File: src/design/jmse_pkg.sv
package jmse_pkg;

    // Item kinds on the input stream.
    localparam logic [1:0] KIND_TICK  = 2'd0;
    localparam logic [1:0] KIND_LOAD  = 2'd1;
    localparam logic [1:0] KIND_START = 2'd2;
    localparam logic [1:0] KIND_READ  = 2'd3;

    // Command codes carried by a start word.
    localparam logic [1:0] CMD_TAP_RESET = 2'd0;
    localparam logic [1:0] CMD_TMS_SEQ   = 2'd1;
    localparam logic [1:0] CMD_SCAN      = 2'd2;
    localparam logic [1:0] CMD_SCAN_EXIT = 2'd3;

    // TMS-high clocks of a TAP reset, and bits in a full byte.
    localparam logic [3:0] RESET_CLOCKS = 4'd5;
    localparam logic [3:0] BYTE_BITS    = 4'd8;

    // One input word, unpacked.
    typedef struct packed {
        logic [1:0] kind;
        logic [5:0] byte_index;
        logic [7:0] byte_value;
        logic [1:0] command;
        logic [6:0] length_bytes;
        logic [9:0] bit_count;
        logic       tdo_in;
    } t_item;

    // One result word, unpacked.
    typedef struct packed {
        logic       tck_out;
        logic       tms_out;
        logic       tdi_out;
        logic       busy_res;
        logic       done_res;
        logic [7:0] read_byte;
    } t_result;

endpackage

File: src/design/jmse_engine.sv
module jmse_engine #(
    parameter int BUFFER_BYTES = 64
) (
    input  logic              i_clk,
    input  logic              i_rst_n,
    input  logic              i_cfg_wr_en,
    input  logic [15:0]       i_cfg_wr_data,
    input  logic              i_fire,
    input  jmse_pkg::t_item   i_item,
    input  logic [5:0]        i_rd_index,
    output jmse_pkg::t_result o_result
);

    localparam int ADDR_W = (BUFFER_BYTES > 1) ? $clog2(BUFFER_BYTES) : 1;

    typedef enum logic [2:0] {
        MODE_IDLE,
        MODE_RESET,
        MODE_TO_IDLE,
        MODE_TMS,
        MODE_SCAN
    } t_mode;

    // Sequencer state.
    t_mode       r_mode, n_mode;
    logic [6:0]  r_byte_pos, n_byte_pos;
    logic [3:0]  r_bit_pos, n_bit_pos;
    logic [7:0]  r_shift, n_shift;
    logic        r_low, n_low;
    logic [15:0] r_phase, n_phase;
    logic        r_cap, n_cap;
    logic        r_tms_end, n_tms_end;
    logic [6:0]  r_len, n_len;
    logic [2:0]  r_last_bits, n_last_bits;
    logic [2:0]  r_pins, n_pins;
    logic [7:0]  r_in_acc, n_in_acc;
    logic [15:0] r_half;

    // Buffers and their read ports.
    logic [7:0]        r_out_mem [BUFFER_BYTES];
    logic [7:0]        r_in_mem  [BUFFER_BYTES];
    logic [7:0]        r_out_q, r_in_q;
    logic              r_out_fwd, r_in_fwd;
    logic [7:0]        r_out_fwd_data, r_in_fwd_data;
    logic [7:0]        out_rd, in_rd;

    logic              out_we, in_we;
    logic [ADDR_W-1:0] out_waddr, out_raddr, in_waddr, in_raddr;
    logic [7:0]        in_wdata;

    // Tick helpers.
    logic [12:0] idx_wide, pos_wide, next_pos_wide, rd_idx_wide;
    logic        idx_ok;
    logic        shifting, last_byte, clk_done;
    logic [3:0]  nbits;
    logic [15:0] hp;
    logic [7:0]  cur_shift, acc;
    logic        cap_now, tms, tdi, tck;
    logic [2:0]  pins;
    logic        done;
    logic [7:0]  rd;

    assign idx_wide      = 13'(i_item.byte_index);
    assign idx_ok        = idx_wide < 13'(BUFFER_BYTES);
    assign pos_wide      = 13'(r_byte_pos);
    assign next_pos_wide = 13'(n_byte_pos);
    assign rd_idx_wide   = 13'(i_rd_index);
    assign out_waddr     = idx_wide[ADDR_W-1:0];
    assign out_raddr     = next_pos_wide[ADDR_W-1:0];
    assign in_waddr      = pos_wide[ADDR_W-1:0];
    assign in_raddr      = rd_idx_wide[ADDR_W-1:0];
    assign out_we        = i_fire && (i_item.kind == jmse_pkg::KIND_LOAD) && idx_ok;

    assign out_rd = r_out_fwd ? r_out_fwd_data : r_out_q;
    assign in_rd  = r_in_fwd ? r_in_fwd_data : r_in_q;
    assign hp     = (r_half == 16'd0) ? 16'd1 : r_half;

    // Bits of the current byte; the final byte may be partial.
    assign shifting  = (r_mode == MODE_TMS) || (r_mode == MODE_SCAN);
    assign last_byte = (r_byte_pos + 7'd1) == r_len;
    assign nbits     = (last_byte && r_last_bits != 3'd0) ? {1'b0, r_last_bits}
                                                          : jmse_pkg::BYTE_BITS;

    // Next state and result for the word in the input register.
    always_comb begin
        n_mode      = r_mode;
        n_byte_pos  = r_byte_pos;
        n_bit_pos   = r_bit_pos;
        n_shift     = r_shift;
        n_low       = r_low;
        n_phase     = r_phase;
        n_cap       = r_cap;
        n_tms_end   = r_tms_end;
        n_len       = r_len;
        n_last_bits = r_last_bits;
        n_pins      = r_pins;
        n_in_acc    = r_in_acc;
        in_we       = 1'b0;
        in_wdata    = 8'd0;
        pins        = r_pins;
        done        = 1'b0;
        rd          = 8'd0;
        cur_shift   = r_shift;
        acc         = r_in_acc;
        cap_now     = r_cap;
        tms         = 1'b0;
        tdi         = 1'b0;
        tck         = 1'b0;
        clk_done    = 1'b0;

        if (i_fire) begin
            case (i_item.kind)
                jmse_pkg::KIND_TICK: begin
                    if (r_mode != MODE_IDLE) begin
                        if (shifting && r_byte_pos >= r_len) begin
                            // Nothing left to shift: complete with no clock.
                            pins       = 3'd0;
                            done       = 1'b1;
                            n_mode     = MODE_IDLE;
                            n_pins     = 3'd0;
                            n_byte_pos = 7'd0;
                            n_bit_pos  = 4'd0;
                            n_low      = 1'b1;
                            n_phase    = 16'd0;
                        end else begin
                            // A byte is latched as its first clock begins.
                            if (shifting && r_low && r_phase == 16'd0 &&
                                r_bit_pos == 4'd0) begin
                                cur_shift = out_rd;
                                if (r_mode == MODE_SCAN) begin
                                    acc      = 8'd0;
                                    in_we    = 1'b1;
                                    in_wdata = 8'd0;
                                end
                            end

                            // Pin levels of this tick.
                            if (r_mode == MODE_RESET) begin
                                tms = 1'b1;
                            end else if (r_mode == MODE_TMS) begin
                                tms = cur_shift[0];
                            end else if (r_mode == MODE_SCAN) begin
                                tdi = cur_shift[0];
                                tms = r_tms_end && last_byte &&
                                      ((r_bit_pos + 4'd1) == nbits);
                            end

                            // Clock phase counter; TDO sampled on the first high tick.
                            if (r_low) begin
                                tck = 1'b0;
                                if (r_phase >= hp) begin
                                    n_low   = 1'b0;
                                    n_phase = 16'd0;
                                end else begin
                                    n_phase = r_phase + 16'd1;
                                end
                            end else begin
                                tck = 1'b1;
                                if (r_phase == 16'd0) begin
                                    cap_now = i_item.tdo_in;
                                end
                                n_phase  = r_phase + 16'd1;
                                clk_done = n_phase >= hp;
                            end

                            pins     = {tdi, tms, tck};
                            n_pins   = pins;
                            n_cap    = cap_now;
                            n_shift  = cur_shift;
                            n_in_acc = acc;

                            // End of one TCK clock.
                            if (clk_done) begin
                                n_low   = 1'b1;
                                n_phase = 16'd0;
                                case (r_mode)
                                    MODE_RESET: begin
                                        if ((r_bit_pos + 4'd1) >= jmse_pkg::RESET_CLOCKS) begin
                                            n_bit_pos = 4'd0;
                                            n_mode    = MODE_TO_IDLE;
                                        end else begin
                                            n_bit_pos = r_bit_pos + 4'd1;
                                        end
                                    end
                                    MODE_TO_IDLE: begin
                                        done       = 1'b1;
                                        n_mode     = MODE_IDLE;
                                        n_pins     = 3'd0;
                                        n_byte_pos = 7'd0;
                                        n_bit_pos  = 4'd0;
                                    end
                                    MODE_TMS, MODE_SCAN: begin
                                        if (r_mode == MODE_SCAN) begin
                                            acc = acc | (8'(cap_now) << r_bit_pos[2:0]);
                                            in_we    = 1'b1;
                                            in_wdata = acc;
                                            n_in_acc = acc;
                                        end
                                        n_shift = {1'b0, cur_shift[7:1]};
                                        if ((r_bit_pos + 4'd1) >= nbits) begin
                                            n_bit_pos  = 4'd0;
                                            n_byte_pos = r_byte_pos + 7'd1;
                                            if ((r_byte_pos + 7'd1) >= r_len) begin
                                                done       = 1'b1;
                                                n_mode     = MODE_IDLE;
                                                n_pins     = 3'd0;
                                                n_byte_pos = 7'd0;
                                            end
                                        end else begin
                                            n_bit_pos = r_bit_pos + 4'd1;
                                        end
                                    end
                                    default: begin
                                        n_mode = MODE_IDLE;
                                    end
                                endcase
                            end
                        end
                    end
                end
                jmse_pkg::KIND_START: begin
                    if (r_mode == MODE_IDLE) begin
                        n_len = (13'(i_item.length_bytes) > 13'(BUFFER_BYTES))
                              ? 7'(BUFFER_BYTES) : i_item.length_bytes;
                        n_last_bits = i_item.bit_count[2:0];
                        n_byte_pos  = 7'd0;
                        n_bit_pos   = 4'd0;
                        n_low       = 1'b1;
                        n_phase     = 16'd0;
                        n_tms_end   = i_item.command == jmse_pkg::CMD_SCAN_EXIT;
                        case (i_item.command)
                            jmse_pkg::CMD_TAP_RESET: n_mode = MODE_RESET;
                            jmse_pkg::CMD_TMS_SEQ:   n_mode = MODE_TMS;
                            default:                 n_mode = MODE_SCAN;
                        endcase
                    end
                end
                jmse_pkg::KIND_READ: begin
                    if (idx_ok) begin
                        rd = in_rd;
                    end
                end
                default: begin
                    // Loads only touch the outbound buffer.
                end
            endcase
        end
    end

    assign o_result = '{
        tck_out:   pins[0],
        tms_out:   pins[1],
        tdi_out:   pins[2],
        busy_res:  n_mode != MODE_IDLE,
        done_res:  done,
        read_byte: rd
    };

    // Sequencer registers and the period register.
    always_ff @(posedge i_clk) begin
        if (!i_rst_n) begin
            r_mode      <= MODE_IDLE;
            r_byte_pos  <= 7'd0;
            r_bit_pos   <= 4'd0;
            r_shift     <= 8'd0;
            r_low       <= 1'b1;
            r_phase     <= 16'd0;
            r_cap       <= 1'b0;
            r_tms_end   <= 1'b0;
            r_len       <= 7'd0;
            r_last_bits <= 3'd0;
            r_pins      <= 3'd0;
            r_in_acc    <= 8'd0;
            r_half      <= 16'd4;
        end else begin
            r_mode      <= n_mode;
            r_byte_pos  <= n_byte_pos;
            r_bit_pos   <= n_bit_pos;
            r_shift     <= n_shift;
            r_low       <= n_low;
            r_phase     <= n_phase;
            r_cap       <= n_cap;
            r_tms_end   <= n_tms_end;
            r_len       <= n_len;
            r_last_bits <= n_last_bits;
            r_pins      <= n_pins;
            r_in_acc    <= n_in_acc;
            if (i_cfg_wr_en) begin
                r_half <= i_cfg_wr_data;
            end
        end
    end

    // Outbound buffer: read ahead at the next byte position, with a bypass
    // for a load that lands on the address being read.
    always_ff @(posedge i_clk) begin
        if (out_we) begin
            r_out_mem[out_waddr] <= i_item.byte_value;
        end
        r_out_q        <= r_out_mem[out_raddr];
        r_out_fwd      <= out_we && (out_waddr == out_raddr);
        r_out_fwd_data <= i_item.byte_value;
    end

    // Inbound buffer: read at the index of the word entering the pipeline,
    // with a bypass for a capture written in the same cycle.
    always_ff @(posedge i_clk) begin
        if (in_we) begin
            r_in_mem[in_waddr] <= in_wdata;
        end
        r_in_q        <= r_in_mem[in_raddr];
        r_in_fwd      <= in_we && (in_waddr == in_raddr);
        r_in_fwd_data <= in_wdata;
    end

endmodule

File: src/design/jtag_master_shift_engine_core.sv
// Each word passes through the input register and then the result register.
// One word per cycle unless stalled; each tick word moves the TCK generator one step.
// The input register and the result register each hold one word, so input is
// taken while a finished result still waits at the output.
// Reset (i_rst_n low, synchronous) idles the sequencer, drives all pins low and
// sets half_period to 4; the byte buffers are not cleared.
module jtag_master_shift_engine_core #(
    parameter int BUFFER_BYTES = 64
) (
    input  logic        i_clk,
    input  logic        i_rst_n,
    input  logic        i_cfg_wr_en,
    input  logic [15:0] i_cfg_wr_data,   // half_period
    input  logic        s_axis_tvalid,
    output logic        s_axis_tready,
    // byte_index[5:0], byte_value[13:6], command[15:14], length_bytes[22:16],
    // bit_count[32:23], tdo_in[33], zero fill[39:34]
    input  logic [39:0] s_axis_tdata,
    input  logic [1:0]  s_axis_tuser,    // kind[1:0]
    output logic        m_axis_tvalid,
    input  logic        m_axis_tready,
    // tck_out[0], tms_out[1], tdi_out[2], busy_res[3], done_res[4],
    // read_byte[12:5], zero fill[15:13]
    output logic [15:0] m_axis_tdata
);

    logic              r_in_valid;
    jmse_pkg::t_item   r_in;
    logic              r_out_valid;
    jmse_pkg::t_result r_out;

    logic              fire, accept;
    jmse_pkg::t_item   in_item;
    jmse_pkg::t_result step_result;
    logic [5:0]        rd_index;

    // Handshake: the input register moves on whenever the result register frees up.
    assign fire          = r_in_valid && (!r_out_valid || m_axis_tready);
    assign s_axis_tready = !r_in_valid || fire;
    assign accept        = s_axis_tvalid && s_axis_tready;

    assign in_item = '{
        kind:         s_axis_tuser,
        byte_index:   s_axis_tdata[5:0],
        byte_value:   s_axis_tdata[13:6],
        command:      s_axis_tdata[15:14],
        length_bytes: s_axis_tdata[22:16],
        bit_count:    s_axis_tdata[32:23],
        tdo_in:       s_axis_tdata[33]
    };

    // Inbound buffer read address follows the word that will sit in the input register.
    assign rd_index = accept ? in_item.byte_index : r_in.byte_index;

    jmse_engine #(
        .BUFFER_BYTES (BUFFER_BYTES)
    ) u_engine (
        .i_clk         (i_clk),
        .i_rst_n       (i_rst_n),
        .i_cfg_wr_en   (i_cfg_wr_en),
        .i_cfg_wr_data (i_cfg_wr_data),
        .i_fire        (fire),
        .i_item        (r_in),
        .i_rd_index    (rd_index),
        .o_result      (step_result)
    );

    // Valid flags of the two pipeline registers.
    always_ff @(posedge i_clk) begin
        if (!i_rst_n) begin
            r_in_valid  <= 1'b0;
            r_out_valid <= 1'b0;
        end else begin
            if (accept) begin
                r_in_valid <= 1'b1;
            end else if (fire) begin
                r_in_valid <= 1'b0;
            end
            if (fire) begin
                r_out_valid <= 1'b1;
            end else if (m_axis_tready) begin
                r_out_valid <= 1'b0;
            end
        end
    end

    // Payload registers.
    always_ff @(posedge i_clk) begin
        if (accept) begin
            r_in <= in_item;
        end
        if (fire) begin
            r_out <= step_result;
        end
    end

    assign m_axis_tvalid = r_out_valid;
    assign m_axis_tdata  = {3'b000, r_out.read_byte, r_out.done_res, r_out.busy_res,
                            r_out.tdi_out, r_out.tms_out, r_out.tck_out};

endmodule

File: config.mk
export PLATFORM = sky130hd
export DESIGN_NAME = jtag_master_shift_engine_core
export DESIGN_NICKNAME = d
export VERILOG_FILES = /design/src/design/jmse_pkg.sv /design/src/design/jmse_engine.sv /design/src/design/jtag_master_shift_engine_core.sv
export SDC_FILE = /design/constraint.sdc
export NUM_CORES = 2
export LEC_CHECK = 0
export BUFFER_PORTS_ARGS = -buffer_cell sky130_fd_sc_hd__buf_2
export CAP_MARGIN = 40
export CORE_MARGIN = 2
export CORE_UTILIZATION = 30
export DETAILED_ROUTE_END_ITERATION = 6
export PLACE_DENSITY = 0.43
export SYNTH_ARGS = -nofsm -noshare
export SYNTH_HDL_FRONTEND = slang
export SYNTH_SLANG_ARGS = --single-unit
File: constraint.sdc
create_clock -name i_clk -period 8.8 [get_ports i_clk]
set_clock_uncertainty 0.1 [all_clocks]
set_input_delay 0.88 -clock i_clk [delete_from_list [all_inputs] [get_ports i_clk]]
set_output_delay 0.88 -clock i_clk [all_outputs]
set_load 0.01 [all_outputs]
; Yosys cells after proc, flatten, opt, wreduce, memory -nomap -nowiden
; Memory sizes are Yosys's and may differ from the RTL's. A register that Yosys moved wholly into a read port is not among the register bits.
; Cells that the tools add are included.
[classes]
n_addsub = 3
order_cmp = 8
eq_ne = 19
shift = 1
muxes = 115
bitwise_logic = 2
n_reduce_logical = 39
[op_table]
columns = cell, n
row1 = $mux 8, 21
row2 = $mux 16, 7
row3 = $mux 7, 7
row4 = $mux 1, 45
row5 = $mux 3, 15
row6 = $ge 16x16->1, 2
row7 = $logic_not 16->1, 2
row8 = $pmux 16 s2, 1
row9 = $mux 4, 7
row10 = $pmux 7 s2, 2
row11 = $pmux 3 s2, 4
row12 = $add 16x1->16 const B, 1
row13 = $ge 7x7->1, 2
row14 = $logic_and 1x1->1, 13
row15 = $eq 6x6->1, 2
row16 = $mux 6, 2
row17 = $pmux 4 s3, 1
row18 = $reduce_bool 3->1, 3
row19 = $ne 4x2->1 const B, 2
row20 = $or 8x8->8, 1
row21 = $pmux 4 s2, 1
row22 = $reduce_and 4->1, 2
row23 = $shl 1x3->8, 1
row24 = $add 7x1->7 const B, 1
row25 = other kinds (28), 42
[totals]
ff_bits = 140
ramBits = 1024
inputBits = 63
out_inout_bits = 18
wordCells = 222
memories = 2
[mem_list]
columns = name, words, width, read_ports, rd_ports_with_merged_regs, wr, line_no
row1 = u_engine.r_in_mem, 64, 8, 1, 1, 1, jmse_engine.sv:41  ; logic [7:0] r_in_mem [BUFFER_BYTES];
row2 = u_engine.r_out_mem, 64, 8, 1, 1, 1, jmse_engine.sv:40  ; logic [7:0] r_out_mem [BUFFER_BYTES];

; Logic depth before layout (Yosys ltp)
[logic_depth]
word_depth = 18
depth_mapped = 24

; By module
; Synthesis repeated with hierarchy kept, for this count alone.
[unflattened]
hier_cells = 2986
area_unflattened_um2 = 48466.5
[by_module_without_submodules]
columns = mod, n_inst, cells_each, area_each_um2, seq_area_each_um2
row1 = jmse_engine, 1, 2897, 46667.3, 32991.6
row2 = jtag_master_shift_engine_core, 1, 89, 1799.2, 1511.4

; Worst setup path after synthesis
; No wires, ideal clock.
[synth_path]
path_kind = flip-flop to flip-flop
startpoint = register u_engine.r_phase[0]
endpoint = memory u_engine.r_in_mem[0][6] (data pin)
setup_ps = 503
arrival_ps = 4948
required_time_ps = 8197
setup_slack_ps = 3249
path_stages_with_launch = 17
path_buffers = 2
period_less_slack_ps = 5551
path_cell_list = dfxtp_1 ha_1 nand3_1 nor2_1 and3_1 and3_1 clkbuf_1 nand3_1 xnor2_1 ha_1 nand4_1 nor3_1 a311o_1 o21a_1 clkbuf_1 nand3_1 nor2_1
[synth_between]
elab_chain_len = 16
[synth_lines]
columns = item, line_no
row1 = start: declaration, jmse_engine.sv:30  ; logic [15:0] r_phase, n_phase;
row2 = start signal: assignment, jmse_engine.sv:281  ; r_phase <= n_phase;
row3 = "parallel branches: the longest is 11 deep, another holds $add 16x1->16", --
row4 = $mux 8 *, jmse_engine.sv:173  ; if (clk_done) begin
row5 = $mux 8 *, jmse_engine.sv:115  ; if (shifting && r_byte_pos >= r_len) begin
row6 = $mux 8 *, jmse_engine.sv:114  ; if (r_mode != MODE_IDLE) begin
row7 = $mux 8 *, jmse_engine.sv:112  ; case (i_item.kind)
row8 = $mux 8 *, jmse_engine.sv:111  ; if (i_fire) begin
row9 = via u_engine.in_wdata[6], jmse_engine.sv:49  ; logic [7:0] in_wdata;
row10 = end: declaration, jmse_engine.sv:41
; Mark *: on every way through the listed nets, which the timed path passes. The select of a mux whose other input is x is not followed.

; Final worst setup path
[layout_path]
startpoint = register u_engine.r_byte_pos[0]
endpoint = register u_engine.r_out_q[2], read port of u_engine.r_out_mem
[layout_between]
elab_chain_len = 12
[layout_lines]
columns = item, line_no
row1 = start: declaration, jmse_engine.sv:26  ; logic [6:0] r_byte_pos, n_byte_pos;
row2 = start signal: assignment, jmse_engine.sv:277  ; r_byte_pos <= n_byte_pos;
row3 = $add 7x1->7, "jmse_engine.sv:80, jmse_engine.sv:202, jmse_engine.sv:203"
row4 = $eq 7x7->1, jmse_engine.sv:80  ; assign last_byte = (r_byte_pos + 7'd1) == r_len;
row5 = $logic_and 1x1->1, jmse_engine.sv:81  ; assign nbits = (last_byte && r_last_bits != 3'd0) ? {1'b0, r_last_bits}
row6 = $mux 4, jmse_engine.sv:81
row7 = $ge 4x4->1, jmse_engine.sv:200  ; if ((r_bit_pos + 4'd1) >= nbits) begin
row8 = $mux 7, jmse_engine.sv:200
row9 = $pmux 7 s2, jmse_engine.sv:176  ; case (r_mode)
row10 = $mux 7, jmse_engine.sv:173
row11 = $mux 7, jmse_engine.sv:115
row12 = $mux 7, jmse_engine.sv:114
row13 = $pmux 7 s2, jmse_engine.sv:112
row14 = $mux 6 *, jmse_engine.sv:111
row15 = end: declaration, jmse_engine.sv:42  ; logic [7:0] r_out_q, r_in_q;
; Mark *: on every way between the ends. The rest lies on a longest branch, timed or not. The select of a mux whose other input is x is not followed.
; A chain may end at the register's enable or synchronous reset.

==> results.yml <==
sta:
  rsz0062_at_grt: "no"
  post-route-period-util_pct: 86.3
  hold_violations: 0
  fmax_mhz: 132
  finalSetupViolations: 0
  whs_ns: 0.200
  worst_pin_slew_ns: 0.925
  final.setup.tns_ns: 0
  drv_slew: 0
  min_period_ns: 7.60
  slew_headroom_pct: 37.9
power_and_ir_drop:
  p_leak_uw: 0.0180
  p_per_area_nw_per_um2: 213
  ir_drop_uv: 215
  finalPower_uw: 12000
synth:
  yosysMostFrequentCell: "edfxtp_1"
  synth_fa_ha_area_share_pct: 1.42
  synth_area_um2: 48600
  synth_edf_count: 1066
  synthSimpleGateAreaFrac_pct: 9.32
  synth_top_area_share_pct: 65.9
  avgSynthCellArea_um2: 14.7
  synth_top_family_by_area: "simple AND/OR/NAND/NOR gates"
  synth_compound_area_share_pct: 6.82
  synthMuxAreaShare_pct: 8.95
  synth_commonest_cells: "1066 x edfxtp_1, 453 x nand2_1, 263 x nor2_1"
  synthCells: 3295
  synth.ff_latch_count: 1180
  synth_top_cell_by_area: "edfxtp_1"
  yosysSeqAreaShare_pct: 70.6
  ys_warn_count: 0
  synthXorXnorAreaFrac_pct: 0.577
  synth_cell_type_count: 79
  yosys-top-cells-area: "edfxtp_1 66%, mux4_2 5.9%, dfxtp_1 4.7%, nand2_1 3.5%, mux2i_1 3.0%"
  synth-main-ff-cell: "edfxtp_1"
  async_reset_ff_share_pct: 0
cells_and_area:
  drive_gt1_share_pct: 15.2
  area_growth_pct: 16.1
  final_nets: 3531
clock_network:
  cts_sinks: 1180
  clk_transition_reported_paths_ns: 0.06
  cts-root-buf: "clkbuf_16"
  hold_buffers: 0
  cts_tree: "done"
  cts_resized: 0
  htreeDepth: 4
  cts_setup_buffers: 0
  cts_buffers: 136
  clk_latency_ns: 0.76
  cts.path.max_buffers: 3
critical_path:
  cp.arrival_ns: 8.18
  required_ns: 9.39
  end_kind: "register"
  crit_buf_inv: 1
  crit_slowest_cell: "nor4_4"
  worstPathCellList: "ha_1 > nand3_1 > inv_1 > nand3_1 > xnor2_1 > ha_1 > nand4_1 > nor3_1 > o31a_1 > ha_1 > a21oi_1 > o211a_1 > a21o_1 > nand3_1 > nor4_4 > a31o_4 > nand3_2 > o221ai_1 > a31oi_1 > a22oi_1 > o311a_1"
  cp.depth: 21
  r2r_cells: 21
  crit_path_max_fanout: 28
  crit_type: "reg -> reg"
  cp_top_family: "simple AND/OR/NAND/NOR gates"
  cpPeakStageDelay_ns: 0.77
  startpoint_type: "register"
global_route:
  grt_pass1_vias: 28100
  antenna_found_initial: 2
  globalRouteOverflowTotal: 0
  grt_max_degree: 110
  grt_pass1_wl_um: 199000
  grt_usage_pct: 16.5
route:
  ant_nets: 0
  post_drt_wl_per_cell_um: 24.0
  vias: 27800
  vias_per_cell: 4.89
  drt_first_pass_iters: 6
  drt-initial-drc-count: 2183
  remaining_drc_errors: 0
  routed_wl_um: 137000
placement:
  gp_congestion: 0.814
  io_buffers: 64
  post-dp-hpwl_um: 84900
floorplanning:
  ios: 81
  start_util_pct: 30.2
  core-area_um2: 161000
  rows: 147
  die_x_um: 406
  dieArea_um2: 165000
  dieHeight_um: 406
run_status:
  outcome: "completed"
hold_path:
  hp-class: "in -> reg"
  whs_path_depth: 1
run:
  max_cap_violations: 0
-- report_power, final --
| part | switching (µW) | internal (µW) |
|---|---|---|
| Clock | 2290 | 3230 |
| Combinational | 262 | 125 |
| Sequential | 24.2 | 6090 |
| Total | 2580 | 9450 |
-- metrics by stage --
step	utilization, %	setup WS [ns]	area (µm²)	cells
6_report	35.1	1.20	56400	5682
5_1_grt	35.1	0.763	56400	5681
4_1_cts	35.1	1.30	56400	5681
3_5_place_dp	32.4	1.32	52100	5435
3_3_place_gp	32.0	1.27	51500	5387
2_1_floorplan	-	3.25	48600	3297
-- state kept, by name (all words and copies together) (netlist names), 4 cells and up --
| register | count |
|---|---|
| m_axis_tdata | 13 |
| r_in | 29 |
| u_engine.r_bit_pos | 4 |
| u_engine.r_byte_pos | 7 |
| u_engine.r_half | 16 |
| u_engine.r_in_acc | 8 |
| u_engine.r_in_fwd_data | 8 |
| u_engine.r_in_mem | 512 |
| u_engine.r_in_q | 8 |
| u_engine.r_len | 7 |
| u_engine.r_out_fwd_data | 8 |
| u_engine.r_out_mem | 512 |
| u_engine.r_out_q | 8 |
| u_engine.r_phase | 16 |
| u_engine.r_shift | 8 |
-- cell usage in the layout, fill, tap and decap left out, types with 8 or more instances in the layout --
cell	synthesis	final
a311oi_1	44	44
nor2b_1	14	14
buf_2	62	64
o211ai_1	14	14
a21oi_1	109	109
nor3_1	29	28
nor2_1	263	255
buf_4	15	81
a31oi_1	33	33
o221ai_1	15	15
dfxtp_1	114	114
o21ai_0	41	41
mux2i_1	145	139
a311o_1	29	29
or3_1	13	13
buf_12	0	13
clkbuf_16	0	139
a22oi_1	23	23
ha_1	55	55
xor2_1	16	16
nor2_4	0	8
nand3b_1	9	9
nand3_1	134	134
nand4_1	14	14
mux4_2	128	128
clkinv_2	0	23
clkbuf_1	96	32
nand2_1	453	453
a21o_1	27	27
a211oi_1	70	70
nor4_1	8	8
and2_1	36	36
inv_1	69	68
edfxtp_1	1066	1066
bufinv_16	0	9
clkinv_1	1	20
and3_1	14	14
xnor2_1	16	16
-- logic make-up after synthesis --
kind of cell	Yosys count
buffers and inverters	263
muxes	274
adders and majority gates	55
xor gates and xnor gates	32
DFF	1180
and+or+nand+nor	1027
other	1
AOI/OAI and AO/OA	463
-- routing by layer --
layer	global-route usage [%]	part of all wire, %
met2	25.7	46
met3	3.09	4.4
met1	23.5	47
met5	0	0.015
met4	4.28	2.0
-- layout make-up --
class / count / area, µm²
fillers: 15600 / 104000
flip-flops and latches: 1180 / 34300
diodes: 1 / 2.50
clock inverters: 68 / 621
inverters: 70 / 263
multi-input cells: 1854 / 13400
repair buffers: 171 / 1470
well taps: 2160 / 2700
clock buffers: 178 / 3690
-- worst paths after layout --
check / startpoint / endpoint / slack, ns
worst max-delay path: u_engine.r_byte_pos[0]$_SDFF_PN0_ / u_engine.r_out_q[2]$_DFF_P_ / 1.20
worst min-delay path: s_axis_tdata[18] / r_in[13]$_DFFE_PP_ / 0.20
worst max register to register: u_engine.r_byte_pos[0]$_SDFF_PN0_ / u_engine.r_out_q[2]$_DFF_P_ / 1.20
worst min register to register: u_engine.r_shift[7]$_SDFFE_PN0P_ / u_engine.r_shift[7]$_SDFFE_PN0P_ / 0.36
Power figures use the tool's default switching activity.
